`config.mk`:
```
export PLATFORM = sky130hd
export DESIGN_NAME = soiir_sum
export DESIGN_NICKNAME = d
export VERILOG_FILES = /design/src/hdl/soiir_pkg.sv /design/src/hdl/soiir_sum.sv
export SDC_FILE = /design/constraint.sdc
export NUM_CORES = 1
export LEC_CHECK = 0
export BUFFER_PORTS_ARGS = -buffer_cell sky130_fd_sc_hd__buf_4
export CAP_MARGIN = 30
export CORE_MARGIN = 3
export CORE_UTILIZATION = 40
export DETAILED_ROUTE_END_ITERATION = 16
export GPL_ROUTABILITY_DRIVEN = 0
export PLACE_DENSITY = 0.67
export SLEW_MARGIN = 40
export SYNTH_ARGS = -nofsm -noshare
export SYNTH_HDL_FRONTEND = slang
export SYNTH_SLANG_ARGS = --single-unit
```
`constraint.sdc`:
```
create_clock -name vclk -period 14.6
set_clock_uncertainty 0.2 [all_clocks]
set_input_delay 0.73 -clock vclk [all_inputs]
set_output_delay 0.73 -clock vclk [all_outputs]
set_load 0.01 [all_outputs]
```
`src/hdl/soiir_pkg.sv`:
```
// shared types and constants for the sixth-order iir filter
// tap count, coefficient format, reset coefficients and the cell control bundle
// no dependencies
package soiir_pkg;

  localparam int NTAPS              = 6;
  localparam int COEF_W             = 16;
  localparam int CFG_IDX_W          = 3;
  localparam int SAMPLE_WIDTH_DEF   = 16;
  localparam int OUT_WIDTH_DEF      = 24;
  localparam int COEF_FRAC_BITS_DEF = 12;

  typedef logic signed [COEF_W-1:0] coef_t;

  // feedback coefficients a1..a6, q3.12
  localparam coef_t COEF_RESET [NTAPS] = '{
    16'sd12984, -16'sd18104, 16'sd14254, -16'sd6676, 16'sd1761, -16'sd205
  };

  typedef struct packed {
    logic  shift;
    logic  coef_we;
    coef_t coef_wdata;
  } cell_ctrl_t;

endpackage

```
`src/hdl/soiir_sum.sv`:
```
// adder tree, truncating shift, feedforward add and output saturation
// combines the products of the tap cells; uses soiir_pkg
module soiir_sum
  import soiir_pkg::*;
#(
  parameter int SAMPLE_WIDTH   = SAMPLE_WIDTH_DEF,
  parameter int OUT_WIDTH      = OUT_WIDTH_DEF,
  parameter int COEF_FRAC_BITS = COEF_FRAC_BITS_DEF
) (
  input  logic signed [COEF_W+OUT_WIDTH-1:0] prod_i [NTAPS],
  input  logic signed [SAMPLE_WIDTH-1:0]     x_cur_i,
  input  logic signed [SAMPLE_WIDTH-1:0]     x_hist_i [NTAPS],
  output logic signed [OUT_WIDTH-1:0]        y_o,
  output logic                               clip_o
);

  localparam int PROD_W = COEF_W + OUT_WIDTH;
  localparam int ACC_W  = PROD_W + 3;
  localparam int FF_W   = SAMPLE_WIDTH + 3;
  localparam int SUM_W  = ((ACC_W > FF_W) ? ACC_W : FF_W) + 1;

  logic signed [ACC_W-1:0] acc;
  logic signed [ACC_W-1:0] acc_sh;
  logic signed [SUM_W-1:0] y_full;
  logic                    ovf;

  always_comb begin
    acc = '0;
    for (int k = 0; k < NTAPS; k++) begin
      acc = acc + ACC_W'(prod_i[k]);
    end
  end

  // arithmetic shift floors, matching truncation of the exact sum
  assign acc_sh = acc >>> COEF_FRAC_BITS;

  // x[n-6] + x[n-4] - x[n-2] - x[n]
  assign y_full = SUM_W'(acc_sh) + SUM_W'(x_hist_i[5]) + SUM_W'(x_hist_i[3])
                - SUM_W'(x_hist_i[1]) - SUM_W'(x_cur_i);

  // overflow when the bits above the output sign differ from the sign
  assign ovf = (y_full[SUM_W-1:OUT_WIDTH-1] != {(SUM_W-OUT_WIDTH+1){y_full[SUM_W-1]}});

  always_comb begin
    if (ovf) begin
      y_o = y_full[SUM_W-1] ? {1'b1, {(OUT_WIDTH-1){1'b0}}}
                            : {1'b0, {(OUT_WIDTH-1){1'b1}}};
    end else begin
      y_o = y_full[OUT_WIDTH-1:0];
    end
  end

  assign clip_o = ovf;

endmodule

```
==> metrics.cfg <==
[worst_setup_path]
crit_path_max_incr_delay_ns=0.67
crit_path_frequent_cell=o21ai_0
path_buf_inv=5
arrival_ns=9.07
end_kind=output port
path_class=input pin to output port
crit_family=compound AO/OA/AOI/OAI gates
cp_max_fo=23
crit_slowest_cell=a41o_2
crit_required_ns=13.67
start_kind=input pin

[sta]
hold_violations=0
rsz0062_at_grt=false
max_slew_margin=0.568
min_period_ns=10.00
finalSetupViolCount=0
fin_crit_sh=0.685
worst_pin_slew_ns=0.648
finalSetupTns_ns=0
slew_violations=0
max_freq_mhz=100

[floorplanning]
die_w_um=163
die_height_um=163
rows=56
start_util=0.414
core_area_um2=23900
io_pins=377
dieArea_um2=26600

[route]
vias_per_cell=4.74
drtIter0Drc=326
detail_route.first_pass.iterations=4
wire_per_inst_um=14.1
vias=8472
wirelength_um=25200
drc=0
drtAntennaViolNets=0

[logic_synthesis]
netlist_instances=1154
synthesis.nets=1802
ys_seq_area_frac=0
avgSynthCellArea_um2=8.56
synth_cell_types=66
yosys_warnings=0
syn_area_um2=9880

[outcome]
run_status=finished clean

[grt]
track_usage=0.193
gr-total-overflow=0
grt_pass1_vias=9332
antenna_found_initial=0
grt_pass1_wl_um=42500
grt_start_max_net_pins=25

[clocking]
cts_resized=0
cts_setup_buffers=0
cts_hold_buf=0

[final_layout]
clock_buffers=0
drive_gt1_frac=0.249
final_cell_mix=410 x inv_1, 330 x buf_4, 224 x fa_1
syn2layout_area_growth_pct=28.1
regArea_um2=0
fin_nets=2118
layout.cells.most_common=inv_1
nFlopsAndLatches=0
diodes=0

[placed_design]
dp_hpwl_um=23700
port_buffers=329

[job]
maxCapViolCount=0

[min_path]
hold_class=input pin to output port

==> layout make-up <==
cell class,instances,area [µm²]
Fill cell,2302,11200
Multi-Input combinational cell,727,8240
Timing Repair Buffer,330,2480
Inverter,411,1540
Tap cell,319,399
==> synthesized netlist by cell type, types with 3 or more instances <==
master	n	area share
a2111oi_0	4	0.0035
a211o_1	3	0.0027
a211oi_1	6	0.0046
a21boi_0	4	0.0030
a21o_1	24	0.018
a21oi_1	55	0.028
a221o_1	4	0.0041
a311oi_1	3	0.0027
a31o_2	3	0.0027
a31oi_1	7	0.0044
and2_1	8	0.0051
and3_1	4	0.0025
and4_1	5	0.0044
buf_2	7	0.0035
buf_6	4	0.0046
clkbuf_1	4	0.0015
fa_1	224	0.45
ha_1	72	0.091
inv_1	411	0.16
nand2_1	38	0.014
nand2b_1	4	0.0025
nand4_1	17	0.011
nor2_1	36	0.014
nor2b_1	7	0.0044
nor3_1	11	0.0056
nor3b_1	4	0.0030
o2111ai_1	3	0.0027
o211a_1	3	0.0030
o211ai_1	8	0.0061
o21a_1	19	0.014
o21ai_0	40	0.020
o21ai_2	19	0.017
o21bai_1	6	0.0046
o311ai_0	3	0.0027
o31ai_1	4	0.0030
xnor2_1	27	0.024
xor2_1	21	0.019
==> final timing paths <==
kind / start / endpoint / slack, ns / cells past startpoint
worst min-delay path: x_hist_i[1] / y_o[0] / 1.89 / 5
worst max-delay path: prod_i[134] / y_o[3] / 4.60 / 29
==> stage by stage <==
step / hold WS [ns] / instance area (µm²) / std cells / worst slack [ns] / util
2_1_floorplan: 1.62 / 9880 / 1154 / 6.17 / -
3_3_place_gp: 1.88 / 12700 / 1787 / 4.65 / 0.530
3_5_place_dp: 1.90 / 12700 / 1787 / 4.61 / 0.530
4_1_cts: 1.90 / 12700 / 1787 / 4.57 / 0.530
5_1_grt: 1.96 / 12700 / 1787 / 4.01 / 0.530
6_report: 1.89 / 12700 / 1787 / 4.60 / 0.530
==> layer usage <==
| metal | up-vias | share of wire | routed length [µm] | track usage |
|---|---|---|---|---|
| met1 | 4018 | 0.40 | 10100 | 0.241 |
| met2 | 262 | 0.52 | 13000 | 0.367 |
| li1 | 4170 | - | - | - |
| met3 | 22 | 0.066 | 1670 | 0.0223 |
| met4 | 0 | 0.015 | 380 | 0.0231 |
| met5 | - | 0 | 0 | 0 |
==> kinds of logic after synthesis <==
family,share of synthesized area
compound gates,0.168
xor+xnor,0.0442
fa+ha+maj,0.545
buf+inv,0.166
mux,0.00101
simple gates,0.0756
Power is not shown: default switching activity piles up to over one toggle a cycle in this logic, so the estimate is an artifact.
