===== src/hdl/soiir_pkg.sv =====
// shared types and constants for the sixth-order iir filter
// tap count, coefficient format, reset coefficients and the cell control bundle
// no dependencies
package soiir_pkg;

  localparam int NTAPS              = 6;
  localparam int COEF_W             = 16;
  localparam int CFG_IDX_W          = 3;
  localparam int SAMPLE_WIDTH_DEF   = 16;
  localparam int OUT_WIDTH_DEF      = 24;
  localparam int COEF_FRAC_BITS_DEF = 12;

  typedef logic signed [COEF_W-1:0] coef_t;

  // feedback coefficients a1..a6, q3.12
  localparam coef_t COEF_RESET [NTAPS] = '{
    16'sd12984, -16'sd18104, 16'sd14254, -16'sd6676, 16'sd1761, -16'sd205
  };

  typedef struct packed {
    logic  shift;
    logic  coef_we;
    coef_t coef_wdata;
  } cell_ctrl_t;

endpackage


===== src/hdl/soiir_cell.sv =====
// one tap cell: holds x[n-1-k], y[n-1-k] and coefficient a(k+1)
// shifts history to its neighbor on each accepted beat; uses soiir_pkg
module soiir_cell
  import soiir_pkg::*;
#(
  parameter int    SAMPLE_WIDTH = SAMPLE_WIDTH_DEF,
  parameter int    OUT_WIDTH    = OUT_WIDTH_DEF,
  parameter coef_t COEF_INIT    = '0
) (
  input  logic                              clk_i,
  input  logic                              rst_ni,
  input  cell_ctrl_t                        ctrl_i,
  input  logic signed [SAMPLE_WIDTH-1:0]    x_i,
  input  logic signed [OUT_WIDTH-1:0]       y_i,
  output logic signed [SAMPLE_WIDTH-1:0]    x_o,
  output logic signed [OUT_WIDTH-1:0]       y_o,
  output logic signed [COEF_W+OUT_WIDTH-1:0] prod_o
);

  localparam int PROD_W = COEF_W + OUT_WIDTH;

  logic signed [SAMPLE_WIDTH-1:0] x_q, x_d;
  logic signed [OUT_WIDTH-1:0]    y_q, y_d;
  coef_t                          coef_q, coef_d;

  always_comb begin
    x_d    = ctrl_i.shift ? x_i : x_q;
    y_d    = ctrl_i.shift ? y_i : y_q;
    coef_d = ctrl_i.coef_we ? ctrl_i.coef_wdata : coef_q;
  end

  always_ff @(posedge clk_i or negedge rst_ni) begin
    if (!rst_ni) begin
      x_q    <= '0;
      y_q    <= '0;
      coef_q <= COEF_INIT;
    end else begin
      x_q    <= x_d;
      y_q    <= y_d;
      coef_q <= coef_d;
    end
  end

  assign x_o    = x_q;
  assign y_o    = y_q;
  assign prod_o = PROD_W'(coef_q) * PROD_W'(y_q);

endmodule


===== config.mk =====
export PLATFORM = sky130hd
export DESIGN_NAME = soiir_cell
export DESIGN_NICKNAME = d
export VERILOG_FILES = /design/src/hdl/soiir_pkg.sv /design/src/hdl/soiir_cell.sv
export SDC_FILE = /design/constraint.sdc
export NUM_CORES = 1
export LEC_CHECK = 0
export BUFFER_PORTS_ARGS = -buffer_cell sky130_fd_sc_hd__buf_2
export CORE_ASPECT_RATIO = 1.2
export CORE_UTILIZATION = 57
export CTS_CLUSTER_DIAMETER = 150
export DETAILED_ROUTE_END_ITERATION = 10
export PLACE_DENSITY = 0.84
export SETUP_SLACK_MARGIN = 0.15
export SLEW_MARGIN = 10
export SYNTH_ARGS = -nofsm -noshare
export SYNTH_HDL_FRONTEND = slang
export SYNTH_SLANG_ARGS = --single-unit

===== constraint.sdc =====
create_clock -name clk_i -period 6.4 [get_ports clk_i]
set_input_delay 0.32 -clock clk_i [delete_from_list [all_inputs] [get_ports clk_i]]
set_output_delay 0.32 -clock clk_i [all_outputs]
set_load 0.02 [all_outputs]

==> flow_summary.ini, run 1 <==
[run_status]
status = finished, violations left
violations = negative setup slack

[floorplanning]
start_util_pct = 58.4
die_y_um = 185
io_pins = 140
core_um2 = 27300
rows = 66
die_x_um = 155
die-area_um2 = 28600

[cells_and_area]
area_growth_pct = 24.4
final_nets = 2532
n_fill_cell = 1717
multi_input_area_um2 = 13200
final_core_util_pct = 72.6
drive_gt1_share_pct = 29.1
diodes = 0
design_area_um2 = 19800
seq_area_um2 = 1430

[drt]
drtAntennaViolNets = 0
routed_wl_um = 45800
avgViaCountPerCell = 5.62
wl_per_cell_um = 19.6
drtPass1Iterations = 7
drc = 0
drt_iter0_markers = 750
vias = 13152

[timing]
relSlewSlack_pct = 34.1
maxSlewViolCount = 0
tns_ns = -7.70
worst_pin_slew_ns = 0.988
setup_viol = 21
finalCritPeriodShare_pct = 110
finClkSkew_ns = 0
rsz0062_at_grt = true
max_freq_mhz = 142
hold_viol = 0
setup_slack_ns = -0.619
period_minus_slack_ns = 7.02

[placed_design]
place_area_um2 = 18400
dp_hpwl_um = 35300
port_buffers = 139
gp_congestion = 0.919
place_ws_ns = -0.339

[yosys]
synth_cell_types = 52
yosysWarnings = 0
synth_cells = 1687
synth_area_um2 = 15900
ys.flop_type = dfrtp_1
syn_area_per_cell_um2 = 9.43
synth_seq_cells = 56
syn_nets = 2219
yosysTopAreaCellShare_pct = 47.1
yosysSeqAreaShare_pct = 8.81
async_flop_share_pct = 100
synth_edf_count = 0
yosys-top-cells-area = fa_1, inv_1, dfrtp_1
synthTopCellsByCount = inv_1, fa_1, nand2_1, and2_1, ha_1
synth_top_cell_by_area = fa_1
synthMostInstantiatedCell = inv_1

[clock_network]
cts.path.max_buffers = 2
hold_buffers = 0
cts_buffers = 5
clk_latency_ns = 0.33
clockRootBuffer = clkbuf_16
clock-sinks = 56
clk_pin_slew_ns = 0.10
cts_tree = yes
htree_levels = 2

[job]
cap_violations = 0

[global_route]
grt-ovfl-total = 0
grt_max_degree = 57
grt_pass1_wl_um = 72600
antenna_found_initial = 0
grt_pass1_vias = 14720
grt_use_total_pct = 33.1

[setup_path]
cp_max_fo = 6
worstPathArrival_ns = 6.70
max_stage_delay_ns = 0.58
end_kind = output pin
critPathKind = reg2out
critical_path.cell_chain = buf_12 > and2_4 > fa_1 > inv_2 > fa_1 > inv_2 > fa_1 > inv_2 > fa_1 > fa_1 > fa_1 > inv_1 > ha_4 > a21oi_2 > o211ai_1 > a31oi_1 > a2111oi_2 > buf_4 > o21a_1 > buf_12 > a211o_4 > o31ai_4 > xnor2_2 > buf_4
critical-path-slowest-cell = fa_1
reg2reg_depth = 4
crit_top_cell = fa_1
critPathLaunchType = flop
cp_data_required_time_ns = 6.08

[min_path]
hp-class = in2async
logic make-up after synthesis:
| kind of cell | synth area share (%) |
|---|---|
| AOI/OAI and AO/OA | 4.79 |
| adders and majority gates | 54.8 |
| buffers and inverters | 12.0 |
| DFF | 8.81 |
| and+or+nand+nor | 13.2 |
| muxes | 3.89 |
| xor gates and xnor gates | 2.48 |
worst paths after layout:
path	startpoint	endpoint	slack [ns]
max	coef_q[2]	prod_o[39]	-0.62
min	rst_ni	x_o[13]	0.15
max reg2reg	coef_q[3]	coef_q[3]	5.06
min reg2reg	x_o[2]	x_o[2]	0.51
max in group asynchronous	rst_ni	coef_q[8]	5.65
min in group clk_i	ctrl_i[6]	coef_q[6]	0.22
registers in the layout, summed over array words and instances, names as in the netlist:
name    cells
x_o        16
coef_q     16
y_o        24
cells in the final DEF, fill, tap and decap left out, types with 7 or more instances in the layout:
master | Yosys | routed
and2_1 | 149 | 143
xor2_1 | 11 | 7
xnor2_1 | 34 | 28
buf_2 | 3 | 116
fa_1 | 374 | 365
nand2b_1 | 9 | 9
fa_2 | 0 | 9
buf_12 | 0 | 20
ha_4 | 0 | 17
o21ai_0 | 19 | 9
a21oi_1 | 35 | 20
mux2_2 | 55 | 55
dfrtp_1 | 56 | 33
buf_4 | 0 | 211
ha_1 | 98 | 80
dfrtp_2 | 0 | 23
inv_2 | 0 | 19
nand2_1 | 226 | 216
buf_6 | 1 | 24
nor2_1 | 33 | 30
a21oi_2 | 2 | 12
nand2_2 | 0 | 7
inv_1 | 439 | 420
a21o_1 | 10 | 10
nand4_1 | 8 | 8
timing repair:
item,CTS,global route
cloned,0,1
setup endpoints to repair,26,26
setup buffers,42,11
pin swaps,48,32
gates resized for setup,133,69
routing by layer:
layer | up-vias | wire [µm] | track usage (%)
li1 | 5532 | - | -
met1 | 6629 | 14400 | 34.5
met2 | 701 | 24900 | 61.3
met3 | 290 | 2670 | 4.70
met4 | 0 | 3820 | 23.3
met5 | - | 0 | 0
cell type report:
type	instances	area share (%)
Tap cell	340	2.15
Timing Repair Buffer	374	14.6
Inverter	439	8.33
Multi-Input combinational cell	1124	66.9
Sequential cell	56	7.23
Clock buffer	5	0.632
Clock inverter	3	0.133
per-stage QoR:
step | cells | hold WS (ns)
2_1_floorplan | 1687 | 0.0244
3_3_place_gp | 2279 | 0.486
3_5_place_dp | 2279 | 0.491
4_1_cts | 2329 | 0.174
5_1_grt | 2341 | 0.223
6_report | 2341 | 0.146
worst max-delay path: cells and delay by family, from the launching register on:
family | cells | cell delay [ns]
buffers and inverters | 8 | 0.90
adders and majority gates | 7 | 3.31
DFF | 1 | 0.47
xor gates and xnor gates | 1 | 0.13
AOI/OAI and AO/OA | 7 | 1.41
and+or+nand+nor | 1 | 0.13
Power of run 1 is left out: the tool's default activity adds up to more than one toggle a clock period on the data nets, which glitch-free logic cannot reach.
==> inputs of run 2 (changes only) <==
Settings changed: GPL_TIMING_DRIVEN set to 0, RECOVER_POWER set to 100.
==> run 2 against run 1 <==
Effect of this change: the flow finishes with violations (max-capacitance violations, max-slew violations, negative setup slack); die area stayed put; sequential share of layout area is 0.13 points higher; count of clock-buffer cells in the layout stayed put; final cell count is 1.9% lower; worst hold slack better by 0.061 ns; wire length is 12% higher; sequential cell count stayed put; first-iteration DRC count is 9.6% higher; worst setup slack worse by 0.26 ns; cell area is 0.39% lower; clock skew stayed put; global-route usage is 3.6 points higher; largest cell class unchanged; highest routed layer unchanged.
==> flow_summary.ini, run 2 (synthesis results as in run 1) <==
[run_status]
status = finished, violations left
violations = max-capacitance violations, max-slew violations, negative setup slack

[clock_network]
clock-sinks = 56
clockRootBuffer = clkbuf_16
hold_buffers = 0
htree_levels = 2
clk_pin_slew_ns = 0.11
cts_tree = yes
clk_latency_ns = 0.34
cts_buffers = 5
cts.path.max_buffers = 2

[timing]
setup_slack_ns = -0.877
rsz0062_at_grt = true
relSlewSlack_pct = -131
tns_ns = -12.79
setup_viol = 21
period_minus_slack_ns = 7.28
finalCritPeriodShare_pct = 114
hold_viol = 0
worst_pin_slew_ns = 3.47
maxSlewViolCount = 57
finClkSkew_ns = 0
max_freq_mhz = 137

[floorplanning]
die_y_um = 185
die_x_um = 155
core_um2 = 27300
rows = 66
start_util_pct = 58.4
io_pins = 140
die-area_um2 = 28600

[setup_path]
critical-path-slowest-cell = fa_1
critPathLaunchType = flop
critical_path.cell_chain = clkbuf_8 > buf_4 > nand2_1 > fa_1 > fa_1 > fa_1 > inv_2 > fa_1 > fa_1 > inv_1 > fa_1 > inv_2 > ha_4 > buf_6 > nand4_1 > buf_4 > o41ai_4 > clkbuf_16 > nand4_1 > a31o_2 > xnor2_2 > buf_4
cp_data_required_time_ns = 6.08
cp_max_fo = 4
end_kind = output pin
worstPathArrival_ns = 6.96
critPathKind = reg2out
max_stage_delay_ns = 0.57
crit_top_cell = fa_1

[placed_design]
place_area_um2 = 17100
dpl.cell_count = 2164
dp_hpwl_um = 36300
port_buffers = 137
gp_congestion = 0.987

[cells_and_area]
multi_input_area_um2 = 13400
area_growth_pct = 23.9
diodes = 0
drive_gt1_share_pct = 29.8
layout_commonest_cell = inv_1
final_nets = 2488
n_fill_cell = 1759
fin_cells = 2297
final_core_util_pct = 72.3
most-common-layout-cells = inv_1, fa_1, nand2_1
design_area_um2 = 19700
seq_area_um2 = 1450
largest_reg_flops = 24

[global_route]
grt_pass1_wl_um = 77600
grt_use_total_pct = 36.7
grt-ovfl-total = 0
antenna_found_initial = 0
grt_max_degree = 57
grt_pass1_vias = 14453

[drt]
drtPass1Iterations = 5
drt_iter0_markers = 822
drc = 0
routed_wl_um = 51500
drtAntennaViolNets = 0
wl_per_cell_um = 22.4
vias = 13203
avgViaCountPerCell = 5.75

[job]
cap_violations = 1

[min_path]
hp-class = in2reg
==> run 2: changes by cell type in the layout (fill, tap and decap cells not counted), moves of 9 or more <==
cell | before | now
buf_12 | 20 | 4
fa_1 | 365 | 351
buf_4 | 211 | 118
buf_6 | 24 | 34
clkbuf_1 | 0 | 9
clkbuf_8 | 0 | 13
clkbuf_4 | 0 | 17
dfrtp_1 | 33 | 17
dfrtp_2 | 23 | 39
fa_2 | 9 | 23
==> run 2: repair_timing <==
item                       4_1_cts  5_1_grt
buffers inserted                93       31
resized for setup              295      138
setup endpoints to repair       28       26
pin swaps                       64       79
gates cloned                     1        0
==> run 2: area by class of cell <==
type,count,area share (%)
Clock inverter,3,0.140
Sequential cell,56,7.36
Inverter,439,8.38
Buffer,68,3.78
Clock buffer,5,0.635
Tap cell,340,2.16
Multi-Input combinational cell,1124,68.1
Timing Repair Buffer,262,9.48
==> run 2: critical path, delay by kind of cell, from the launching register on <==
kind                       cells  cell delay [ns]
adders and majority gates      7             3.48
AOI/OAI and AO/OA              2             0.75
buffers and inverters          9             1.30
xor gates and xnor gates       1             0.15
DFF                            1             0.50
and+or+nand+nor                3             0.42
==> run 2: path summary, 6_finish.rpt <==
| check | from | to | slack [ns] | cells after the start |
|---|---|---|---|---|
| max | coef_q[3] | prod_o[38] | -0.88 | 22 |
| min | ctrl_i[5] | coef_q[5] | 0.21 | 2 |
| max reg2reg | y_o[22] | y_o[22] | 5.19 | 3 |
| min reg2reg | x_o[6] | x_o[6] | 0.51 | 1 |
| max in group asynchronous | rst_ni | coef_q[12] | 3.02 | 1 |
| min in group asynchronous | rst_ni | y_o[12] | 1.16 | 1 |
==> run 2: metal layers <==
metal | track usage [%] | wire (µm)
met5 | 0 | 0
met4 | 30.6 | 5530
met3 | 7.14 | 4870
met2 | 62.9 | 25100
met1 | 39.5 | 16000
==> run 2: stage by stage <==
stage	worst slack (ns)	hold slack (ns)
after floorplan	0.0629	0.0244
after global placement	-1.18	0.487
after detailed placement	-1.32	0.452
after CTS	-0.611	0.0984
after global routing	-0.909	0.217
final	-0.877	0.207
Power of run 2 is left out for the same reason.
